===== src/rtl/core/cba_pkg.sv =====
// shared constants and types for the chunked bump allocator
`timescale 1ns / 1ps
package cba_pkg;

    localparam int MAX_CHUNKS = 16;
    localparam int ADDR_BITS  = 24;
    localparam int IDX_W      = $clog2(MAX_CHUNKS);
    localparam int CNT_W      = IDX_W + 1;
    localparam int LEN_W      = ADDR_BITS + 1;
    localparam int CTR_W      = 32;

    localparam logic [LEN_W-1:0]     SPACE_BYTES  = LEN_W'(1) << ADDR_BITS;
    localparam logic [LEN_W-1:0]     DEF_CHUNK    = LEN_W'(1024 * 1024);
    localparam logic [ADDR_BITS-1:0] DEF_DISCARD  = ADDR_BITS'(64);

    // command codes
    localparam logic [1:0] CMD_ALLOC = 2'd0;
    localparam logic [1:0] CMD_RESET = 2'd1;
    localparam logic [1:0] CMD_QUERY = 2'd2;

    // configuration register indexes
    localparam logic [1:0] CFG_CHUNK_SIZE = 2'd0;
    localparam logic [1:0] CFG_DISCARD    = 2'd1;

    // control broadcast from the sequencer to every cell
    typedef struct packed {
        logic                 eval;
        logic                 pick;
        logic                 commit;
        logic                 carve;
        logic                 clear;
        logic                 carve_drop;
        logic [IDX_W-1:0]     carve_idx;
        logic [CNT_W-1:0]     carved;
        logic [CNT_W-1:0]     rbound;
        logic [LEN_W-1:0]     size;
        logic [ADDR_BITS-1:0] disc;
        logic [ADDR_BITS-1:0] base;
        logic [LEN_W-1:0]     len;
    } t_cell_ctl;

endpackage


===== src/rtl/core/cba_cell.sv =====
// one chunk slot: bounds, use count, open flag and its link in the fit chains
`timescale 1ns / 1ps
module cba_cell (
    input  logic                          i_clk,
    input  logic                          i_rst_n,
    input  logic [cba_pkg::IDX_W-1:0]     i_idx,
    input  cba_pkg::t_cell_ctl            i_ctl,
    input  logic                          i_hi_chain,
    output logic                          o_hi_chain,
    input  logic                          i_lo_chain,
    output logic                          o_lo_chain,
    input  logic                          i_any_hi,
    output logic                          o_grant,
    output logic                          o_drop,
    output logic [cba_pkg::ADDR_BITS-1:0] o_addr
);
    import cba_pkg::*;

    logic [ADDR_BITS-1:0] r_base;
    logic [LEN_W-1:0]     r_len;
    logic [LEN_W-1:0]     r_used;
    logic                 r_open;
    logic                 r_fit;
    logic                 r_drop;
    logic                 r_grant;
    logic [LEN_W-1:0]     room;
    logic                 hi;
    logic                 live;

    assign room = r_len - r_used;
    assign hi   = {1'b0, i_idx} >= i_ctl.rbound;
    assign live = {1'b0, i_idx} < i_ctl.carved;

    // newer chunks chain from the top down, reopened ones from the bottom up
    assign o_hi_chain = i_hi_chain | (r_fit & hi);
    assign o_lo_chain = i_lo_chain | (r_fit & ~hi);

    assign o_grant = r_grant;
    assign o_drop  = r_grant & r_drop;
    assign o_addr  = r_grant ? ADDR_BITS'(r_base + r_used[ADDR_BITS-1:0]) : '0;

    // control flags
    always_ff @(posedge i_clk) begin
        if (!i_rst_n) begin
            r_open  <= 1'b0;
            r_fit   <= 1'b0;
            r_grant <= 1'b0;
        end else begin
            if (i_ctl.eval) begin
                r_fit   <= r_open && (room >= i_ctl.size);
                r_grant <= 1'b0;
            end
            if (i_ctl.pick) begin
                r_grant <= r_fit & (hi ? ~i_hi_chain : (~i_any_hi & ~i_lo_chain));
            end
            if (i_ctl.commit && r_grant && r_drop) begin
                r_open <= 1'b0;
            end
            if (i_ctl.carve && i_idx == i_ctl.carve_idx) begin
                r_open <= ~i_ctl.carve_drop;
            end
            if (i_ctl.clear && live) begin
                r_open <= 1'b1;
            end
        end
    end

    // chunk payload
    always_ff @(posedge i_clk) begin
        if (i_ctl.eval) begin
            r_drop <= (room - i_ctl.size) <= {1'b0, i_ctl.disc};
        end
        if (i_ctl.commit && r_grant) begin
            r_used <= r_used + i_ctl.size;
        end
        if (i_ctl.carve && i_idx == i_ctl.carve_idx) begin
            r_base <= i_ctl.base;
            r_len  <= i_ctl.len;
            r_used <= i_ctl.size;
        end
        if (i_ctl.clear && live) begin
            r_used <= '0;
        end
    end

endmodule


===== config.mk =====
export PLATFORM = sky130hd
export DESIGN_NAME = cba_cell
export DESIGN_NICKNAME = d
export VERILOG_FILES = /design/src/rtl/core/cba_pkg.sv /design/src/rtl/core/cba_cell.sv
export SDC_FILE = /design/constraint.sdc
export NUM_CORES = 1
export LEC_CHECK = 0
export BUFFER_PORTS_ARGS = -buffer_cell sky130_fd_sc_hd__clkbuf_2
export CAP_MARGIN = 10
export CORE_MARGIN = 3
export CORE_UTILIZATION = 56
export CTS_CLUSTER_SIZE = 24
export DETAILED_ROUTE_END_ITERATION = 8
export GPL_TIMING_DRIVEN = 1
export PLACE_DENSITY = 0.83
export SLEW_MARGIN = 20
export SYNTH_ARGS = -nofsm -noshare
export SYNTH_HDL_FRONTEND = slang
export SYNTH_SLANG_ARGS = --single-unit

===== constraint.sdc =====
create_clock -name i_clk -period 5.27 [get_ports i_clk]
set_input_delay 0.527 -clock i_clk [delete_from_list [all_inputs] [get_ports i_clk]]
set_output_delay 0.527 -clock i_clk [all_outputs]
set_load 0.005 [all_outputs]

==> results of run 1 <==
[kinds of logic (layout without fill, tap and decap cells)]
family / after synthesis / after routing / share of synthesized area
compound gates: 304 / 304 / 0.249
simple gates: 291 / 291 / 0.168
fa+ha+maj: 131 / 131 / 0.199
buf+inv: 124 / 288 / 0.0556
xor+xnor: 79 / 79 / 0.0825
flops: 78 / 78 / 0.246
[final timing paths]
| path | startpoint | to | cells after the start |
|---|---|---|---|
| setup reg to reg | r_len[0] | r_drop | 28 |
| setup / recovery | r_len[0] | r_drop | 28 |
| hold / removal | i_ctl[23] | r_len[23] | 1 |
| hold reg to reg | r_open | r_fit | 2 |
[layout make-up]
class / count / area [um2]
repair buffers: 166 / 861
inverters: 106 / 398
clock buffers: 9 / 225
well taps: 184 / 230
fillers: 1203 / 4820
multi-input cells: 805 / 5930
clock inverters: 7 / 55.1
flip-flops and latches: 78 / 2070
[cells in the final DEF, fill, tap and decap left out, types with 10 or more instances in the layout]
cell type / n
clkbuf_2: 154
ha_1: 125
inv_1: 105
nor2_1: 82
a21oi_1: 82
nand2_1: 72
xnor2_1: 54
edfxtp_1: 50
a21o_1: 45
o21ai_0: 32
dfxtp_1: 26
xor2_1: 25
and2_1: 23
nor3_1: 22
o21a_1: 19
a211oi_1: 16
nand4_1: 15
and3_1: 13
nor2b_1: 13
o21ai_1: 13
o21bai_1: 12
buf_4: 12
o211ai_1: 11
nand3_1: 11
nand2b_1: 11
a311oi_1: 11
or3_1: 10
[flip-flops by register name, summed over array words and instances (netlist names)]
signal	flops
r_len	25
r_drop	1
r_open	1
r_base	24
o_grant	1
r_fit	1
r_used	25
[layer usage]
metal  track usage  wire length (um)  vias to the layer above  part of all wire
met4        0.0880               534                        0             0.026
met3        0.0419              1360                       39             0.065
met5             0                 0                        -                 0
met2         0.403              9440                      257              0.45
met1         0.337              9470                     3488              0.46
li1              -                 -                     3972                 -
[timing repair]
action / CTS / global route
gates resized for setup: 1 / 18
hold endpoints to repair: 0 / 0
setup buffers: 0 / 6
pin swaps: 0 / 17
endpoints found under the setup margin: 1 / 1
[power groups by stage]
stage | clock network [mW] | registers (mW) | logic [mW]
after detailed placement | 0 | 0.719 | 0.953
after global placement | 0 | 0.718 | 0.932
after CTS | 0.603 | 0.706 | 0.962
after global routing | 0.628 | 0.709 | 1.13
after floorplan | 0 | 0.707 | 0.733
final | 0.597 | 0.706 | 1.00
==> metrics, run 1 <==
status=finished, final reports clean; setup violators final=0; total routed wirelength=20.8 mm; GP Congestion=0.894; largest cells by area after synthesis=ha_1 (19%), edfxtp_1 (18%), dfxtp_1 (6.7%), xnor2_1 (5.6%), a21oi_1 (5.1%); vias in the first global route=7127; die area=0.0165 mm2; top cells by count, synth=ha_1 (127), inv_1 (106), a21oi_1 (86); actual slew at the worst max-slew pin=1.11 ns; H-tree Lvls=3; # port buffers=154; worst hold path type=in2reg; ys async rst share=0; Psw=0.839 mW; Synthesis Warnings=0; #FFs+latches synth=78; post-synthesis cell area=0.00839 mm2; sequential-to-total area share from yosys stat=0.246; crit end category=register; sw frac=0.364; Max-slew headroom=0.260; drt initial violations=508; startpoint type of the worst setup path=register; dpl hpwl=16.5 mm; clock buffers created by TritonCTS=9; clock sink total=78; final hold violation count=0; I/O pins=155; CP Class=reg2reg; # DRC=0; area share of the largest cell type after synthesis=0.189; Clk pwr share=0.259; DIE HEIGHT=128 um; Post-DRT Antenna Nets=0; setup TNS=0 ns; Design Area, Final=0.00977 mm2; Seq pwr share=0.307; first-pass GRT wire length=33.4 mm; WL per Instance=15.4 um; share of cells above drive strength 1=0.188; Final #Nets=1424; most frequent cell after synthesis=ha_1; Die X=128 um; Area growth syn-to-layout=16.4%; largest net degree at the start of global routing=46; CP top delay family=compound AO/OA/AOI/OAI gates; TritonCTS clock tree=built; Root Driver=clkbuf_16; Vias=7756; worst-path fanout max=4; vias per cell=5.72; Max clock buf depth=2; Hold WS=0.352 ns; total placed instance area=0.00937 mm2; fmax=195 MHz; GRT Util Overall=0.249; Row Count=44; final period utilization=0.971; hold_buf cts=0; critical path's largest stage delay=0.39 ns; Finished Layout Cells=1355; Synth Instances=1007; Core Util, Final=0.669; drt first pass iters=5; Clock Pin Slew Worst Setup and Hold Paths=0.07 ns; area leader, netlist=ha_1; pre-CTS setup slack=-0.0250 ns; Power Dens Cells=236 mW/mm2; Inserted Diodes=0; Skew-Pair Late Insertion Delay=0.35 ns; P_leak=4.67 nW; Crit path top cell by count=a21oi_1; Netlist cell types=64; Post-Synthesis Net Count=1265; min cycle time layout=5.12 ns; flop2flop setup slack=0.15 ns; RSZ-0062 raised after global routing=yes; Combinational Power Share=0.434; Final WS setup=0.151 ns; Peak VDD IR=0.000186 V; worst-path cell with the longest stage delay=fa_2; Post-synth EDFFs=50; Worst EP required=5.37 ns; MaxCap Viol Count=0; Core Area=0.0146 mm2; initial core utilization=0.575; gr ovfl total=0; Mapped Avg Cell Area=8.33 um2; dpl cells=1333; Max Clock Skew=0.0108 ns; ys flop type=edfxtp_1; Final Max Slew Viols=0; Crit path buffers/inverters=1; Arr. time, crit path=5.22 ns; total power=2.30 mW; initial antenna violation count=0; Internal Power=1.46 mW
Note: power is estimated with default switching activity, not from simulation.
==> run 2, diff against run 1 <==
Settings changed: RECOVER_POWER set to 50, TNS_END_PERCENT set to 100.
==> metrics, run 2 (synthesis results as in run 1) <==
drt first pass iters=5 (unchanged); Root Driver=clkbuf_16; dpl cells=1333 (unchanged); vias in the first global route=7127 (unchanged); Row Count=44 (unchanged); final period utilization=0.969 (-0.00189); Final Max Slew Viols=46 (+46); GP Congestion=0.894 (unchanged); WL per Instance=15.4 um (about the same); final hold violation count=0 (unchanged); Worst Hold Path EP=r_len[23]; hold_buf cts=0 (unchanged); first-pass GRT wire length=33.4 mm (unchanged); # DRC=0 (unchanged); Die X=128 um (unchanged); Design Area, Final=0.00975 mm2 (-0.17%); grt met2 use=0.403 (unchanged); failing checks=max-capacitance violations, max-slew violations; most common cell after layout, fill and taps aside=clkbuf_2; total routed wirelength=20.8 mm (about the same); Area growth syn-to-layout=16.2%; total power=2.30 mW (about the same); setup violators final=0 (unchanged); clock buffers created by TritonCTS=9 (unchanged); GRT busiest layer=met2; I/O pins=155 (unchanged); largest registers=r_len (25), r_used (25), r_base (24); Core Area=0.0146 mm2 (unchanged); Global Route met1 Usage=0.337 (unchanged); Power Dens Cells=236 mW/mm2 (+0.13%); worst hold path type=in2reg; # port buffers=154 (unchanged); status=finished with violations; die area=0.0165 mm2 (unchanged); CP top delay family=compound AO/OA/AOI/OAI gates; worst-path fanout max=4 (unchanged); Finished Layout Cells=1355 (unchanged); GRT Util Overall=0.249 (unchanged); actual slew at the worst max-slew pin=2.00 ns (+0.889 ns); Crit path top cell by count=a21oi_1; largest net degree at the start of global routing=46 (unchanged); clock sink total=78 (unchanged); initial core utilization=0.575 (unchanged); DIE HEIGHT=128 um (unchanged); flop2flop setup slack=0.16 ns (about the same); dpl hpwl=16.5 mm (unchanged); hold depth=1 (unchanged); MaxCap Viol Count=1 (+1); Clock Pin Slew Worst Setup and Hold Paths=0.07 ns (about the same); Peak VDD IR=0.000186 V (about the same); TritonCTS clock tree=built; startpoint type of the worst setup path=register; most frequent cells in the layout=clkbuf_2 (144), ha_1 (125), inv_1 (106), nor2_1 (82), a21oi_1 (82); setup TNS=0 ns (unchanged); Crit path depth=28 (unchanged); Max-slew headroom=-0.333 (-0.592); Vias=7770 (+0.18%); CP Class=reg2reg; critical path's largest stage delay=0.39 ns (about the same); Skew-Pair Late Insertion Delay=0.35 ns (about the same); reg-to-reg startpoint=r_len[0]; Worst EP required=5.37 ns (about the same); total placed instance area=0.00937 mm2 (unchanged); share of cells above drive strength 1=0.178 (-0.0102); Max Clock Skew=0.0104 ns (-0.000412 ns); crit end category=register; Final #Nets=1424 (unchanged); Arr. time, crit path=5.21 ns (about the same); met3 Use GR=0.0419 (unchanged); worst-path cell with the longest stage delay=fa_2; Max clock buf depth=2 (unchanged); H-tree Lvls=3 (unchanged); vias per cell=5.73 (+0.18%); P_leak=4.63 nW (-0.70%); Crit path buffers/inverters=1 (unchanged); gr ovfl total=0 (unchanged); drt initial violations=528 (+3.9%); Worst Hold Launch=i_ctl[23]; min cycle time layout=5.11 ns (-0.00998 ns); FF-to-FF End=r_drop; cell count of the worst reg-to-reg path=28 (unchanged); Core Util, Final=0.668 (-0.00111); Inserted Diodes=0 (unchanged); RSZ-0062 raised after global routing=yes; Post-DRT Antenna Nets=0 (unchanged); fmax=196 MHz (+0.20%); initial antenna violation count=0 (unchanged)
run 2: cell count changes in the layout (fill, tap and decap cells not counted):
cell      previous run  this run
and2_0               0         1
and2_1              23        22
buf_4               12        11
clkbuf_1             0        11
clkbuf_2           154       144
inv_1              105       106
inv_2                1         0
run 2: how the worst max path moves through the flow:
stage,to,start,slack (ns)
2_1_floorplan,r_drop,r_used[1],0.41
6_report,r_drop,r_len[0],0.16
3_3_place_gp,r_drop,r_used[1],0.13
4_1_cts,r_drop,r_used[0],0.05
5_1_grt,r_drop,r_used[2],-0.20
3_5_place_dp,r_drop,r_used[1],-0.03
run 2: through the flow:
stage,hold slack (ns),setup WS [ns]
after floorplan,0.447,0.415
after global placement,0.455,0.129
after detailed placement,0.471,-0.0250
after CTS,0.342,0.0525
after global routing,0.341,-0.200
final,0.351,0.161
run 2: worst register-to-register path, delay by kind of cell, from the launching register on:
family | cells | cell delay [ns]
adder cells (fa/ha/maj) | 4 | 1.24
flip-flops | 1 | 0.32
AND/OR/NAND/NOR | 5 | 0.45
XOR/XNOR | 1 | 0.09
buffers and inverters | 1 | 0.04
AO/OA/AOI/OAI | 17 | 2.71
run 2: cell type report:
class	instances	area (um2)
clock inverters	7	55.1
well taps	184	230
repair buffers	166	845
flip-flops and latches	78	2070
multi-input cells	805	5930
inverters	106	398
clock buffers	9	225
fillers	1206	4840
run 2: per-layer routing:
layer / up-vias / wire (um)
li1: 3971 / -
met1: 3490 / 9450
met2: 261 / 9350
met3: 48 / 1400
met4: 0 / 614
met5: - / 0
run 2: where the power goes:
group	switching, mW	total, mW	internal (mW)
clock network	0.273	0.597	0.324
logic	0.539	0.999	0.459
registers	0.0262	0.706	0.680
run 2: what timing repair did:
action,in CTS,in global routing
buffers inserted,0,6
resized for setup,1,18
setup endpoints to repair,1,1
pin swaps,0,17
==> run 3, diff against run 2 <==
Settings changed: ABC_AREA set to 1, PLACE_DENSITY 0.83 to 0.82.
==> metrics, run 3 <==
Final #Nets=1846 (+30%); GP Congestion=1.02 (+14%); first-pass GRT wire length=45.3 mm (+36%); Post-Synthesis Net Count=1690 (+34%); P_leak=5.65 nW (+22%); min cycle time layout=4.44 ns (-0.666 ns); DIE HEIGHT=137 um (+6.4%); vias in the first global route=9599 (+35%); WL per Instance=16.0 um (+3.9%); Internal Power=1.69 mW (+15%); Synth Instances=1432 (+42%); clock buffers created by TritonCTS=9 (unchanged); Fillers=1575 (+31%); Area growth syn-to-layout=13.3%; Max-slew headroom=0.0988 (+0.432); # port buffers=154 (unchanged); Netlist cell types=52 (-19%); MaxCap Viol Count=0 (-1); largest net degree at the start of global routing=53 (+15%); Combinational Power Share=0.524 (+0.090); drt first pass iters=5 (unchanged); Arr. time, crit path=4.55 ns (-0.66 ns); # DRC=0 (unchanged); status=finished, final reports clean; ys flop type=edfxtp_1; area share of the largest cell type after synthesis=0.166 (-0.0231); startpoint type of the worst setup path=register; most frequent cells in the layout=nand2_1 (323), inv_1 (246), clkbuf_2 (145), a21oi_1 (143), ha_1 (127); Row Count=47 (+6.8%); Max clock buf depth=2 (unchanged); # Post-CTS Setup Buffers=0 (unchanged); CP Launch Point=r_used[1]; crit end category=register; I/O pins=155 (unchanged); Worst EP required=5.38 ns (about the same); Clk pwr share=0.229 (-0.030); post-CTS sizing=0 (-1); Skew-Pair Late Insertion Delay=0.35 ns (about the same); hold depth=1 (unchanged); initial antenna violation count=0 (unchanged); worst hold path type=in2reg; RSZ-0062 raised after global routing=no; reg-to-reg startpoint=r_used[1]; Clock Pin Slew Worst Setup and Hold Paths=0.07 ns (about the same); initial core utilization=0.574 (-0.000886); total power=2.94 mW (+28%); flop2flop setup slack=0.83 ns (+0.67 ns); #FFs+latches synth=78 (unchanged); pre-CTS setup slack=0.889 ns (+0.914 ns); drt initial violations=778 (+47%); Worst Hold Launch=i_ctl[19]; final period utilization=0.843 (-0.126); largest registers=r_len (25), r_used (25), r_base (24); fmax=225 MHz (+15%); vias per cell=5.57 (-2.9%); Peak VDD IR=0.000152 V (-18%); Psw=1.25 mW (+49%); worst-path cell with the longest stage delay=dfxtp_1; final hold violation count=0 (unchanged); Crit path top cell by count=nand2_1; total routed wirelength=28.9 mm (+39%); setup TNS=0 ns (unchanged); Post-synth EDFFs=50 (unchanged); post-synthesis cell area=0.00956 mm2 (+14%); Inserted Diodes=0 (unchanged); cell count of the worst reg-to-reg path=28 (unchanged); worst-path fanout max=6 (+2); Core Area=0.0166 mm2 (+14%); most common cell after layout, fill and taps aside=nand2_1; largest cells by area after synthesis=ha_1 (17%), edfxtp_1 (16%), nand2_1 (13%), inv_1 (9.7%), a21oi_1 (7.5%); sequential-to-total area share from yosys stat=0.216 (-0.0300); Synthesis Warnings=0 (unchanged); FF-to-FF End=r_drop; Seq pwr share=0.248 (-0.059); ys async rst share=0 (unchanged); top cells by count, synth=nand2_1 (321), inv_1 (247), a21oi_1 (143); dpl hpwl=24.0 mm (+45%); GRT Util Overall=0.310 (+0.0610); Final WS setup=0.827 ns (+0.666 ns); share of cells above drive strength 1=0.124 (-0.0540); TritonCTS clock tree=built; H-tree Lvls=3 (unchanged); hold_buf cts=0 (unchanged); gr ovfl total=0 (unchanged); Mapped Avg Cell Area=6.67 um2 (-20%); actual slew at the worst max-slew pin=1.35 ns (-0.651 ns); critical path's largest stage delay=0.51 ns (+0.12 ns); Root Driver=clkbuf_16; sw frac=0.426 (+0.0615); Worst Hold Path EP=r_len[19]; area leader, netlist=ha_1; Post-DRT Antenna Nets=0 (unchanged); die area=0.0187 mm2 (+13%); most frequent cell after synthesis=nand2_1; clock sink total=78 (unchanged); setup violators final=0 (unchanged); CP Class=reg2reg; Vias=10100 (+30%); Power Dens Cells=272 mW/mm2 (+15%); Max Clock Skew=0.00978 ns (-0.000592 ns); Die X=137 um (+6.4%); Final Max Slew Viols=0 (-100%)
-- run 3: cell types whose count changed after synthesis, sizes merged, moves of 15 or more --
| cell | change |
|---|---|
| a21o | -33 |
| and2 | -22 |
| xnor2 | -36 |
| nand3 | +65 |
| nor2 | +50 |
| o21ai | +33 |
| o22ai | +19 |
| nand2 | +257 |
| nand4 | +19 |
| a211oi | -15 |
| o21a | -16 |
| inv | +143 |
| a21oi | +62 |
-- run 3: critical path: cells and delay by family, from the launching register on --
kind,cells,cell delay [ns]
buffers and inverters,2,0.19
flip-flops,1,0.51
XOR/XNOR,2,0.28
AND/OR/NAND/NOR,15,0.98
AO/OA/AOI/OAI,6,1.30
adder cells (fa/ha/maj),3,0.93
-- run 3: worst max path at each step --
| stage | end | slack [ns] | cells past startpoint |
|---|---|---|---|
| 2_1_floorplan | r_drop | 1.40 | 33 |
| 3_3_place_gp | r_drop | 1.02 | 28 |
| 3_5_place_dp | r_drop | 0.89 | 28 |
| 4_1_cts | r_drop | 0.86 | 28 |
| 5_1_grt | r_drop | 0.39 | 27 |
| 6_report | r_drop | 0.83 | 28 |
-- run 3: cell families (layout without fill, tap and decap cells) --
family,count (synthesis),count (layout),synth area share
DFF,78,78,0.216
buffers and inverters,259,420,0.105
AOI/OAI and AO/OA,306,306,0.184
and+or+nand+nor,605,605,0.272
xor gates and xnor gates,53,53,0.0486
adders and majority gates,131,131,0.175
-- run 3: power by group through the flow --
| stage | logic, mW | clock network [mW] | registers, mW |
|---|---|---|---|
| 5_1_grt | 1.74 | 0.703 | 0.731 |
| 3_5_place_dp | 1.52 | 0 | 0.739 |
| 2_1_floorplan | 1.15 | 0 | 0.720 |
| 6_report | 1.54 | 0.673 | 0.729 |
| 4_1_cts | 1.53 | 0.675 | 0.726 |
| 3_3_place_gp | 1.49 | 0 | 0.738 |
-- run 3: layer usage --
layer | vias to the layer above | GRT usage | routed length [um] | part of all wire
met1 | 4491 | 0.373 | 11700 | 0.40
met3 | 80 | 0.0419 | 2260 | 0.078
met2 | 417 | 0.545 | 13800 | 0.48
met4 | 0 | 0.144 | 1260 | 0.044
li1 | 5110 | - | - | -
met5 | - | 0 | 0 | 0
-- run 3: layout make-up --
type,instances,area [um2],area share
flip-flops and latches,78,2060,0.190
clock buffers,10,229,0.0211
clock inverters,6,87.6,0.00809
multi-input cells,1095,6470,0.598
repair buffers,155,767,0.0708
inverters,249,936,0.0864
well taps,220,275,0.0254
-- run 3: stage by stage --
step                instance area (um2)  std cells  hold slack (ns)   util
finish                            10800       1813            0.348  0.651
global route                      10800       1813            0.342  0.651
CTS                               10900       1813            0.344  0.653
detailed placement                10500       1797            0.550  0.634
global placement                  10500       1797            0.532  0.634
floorplan                          9560       1432            0.495      -
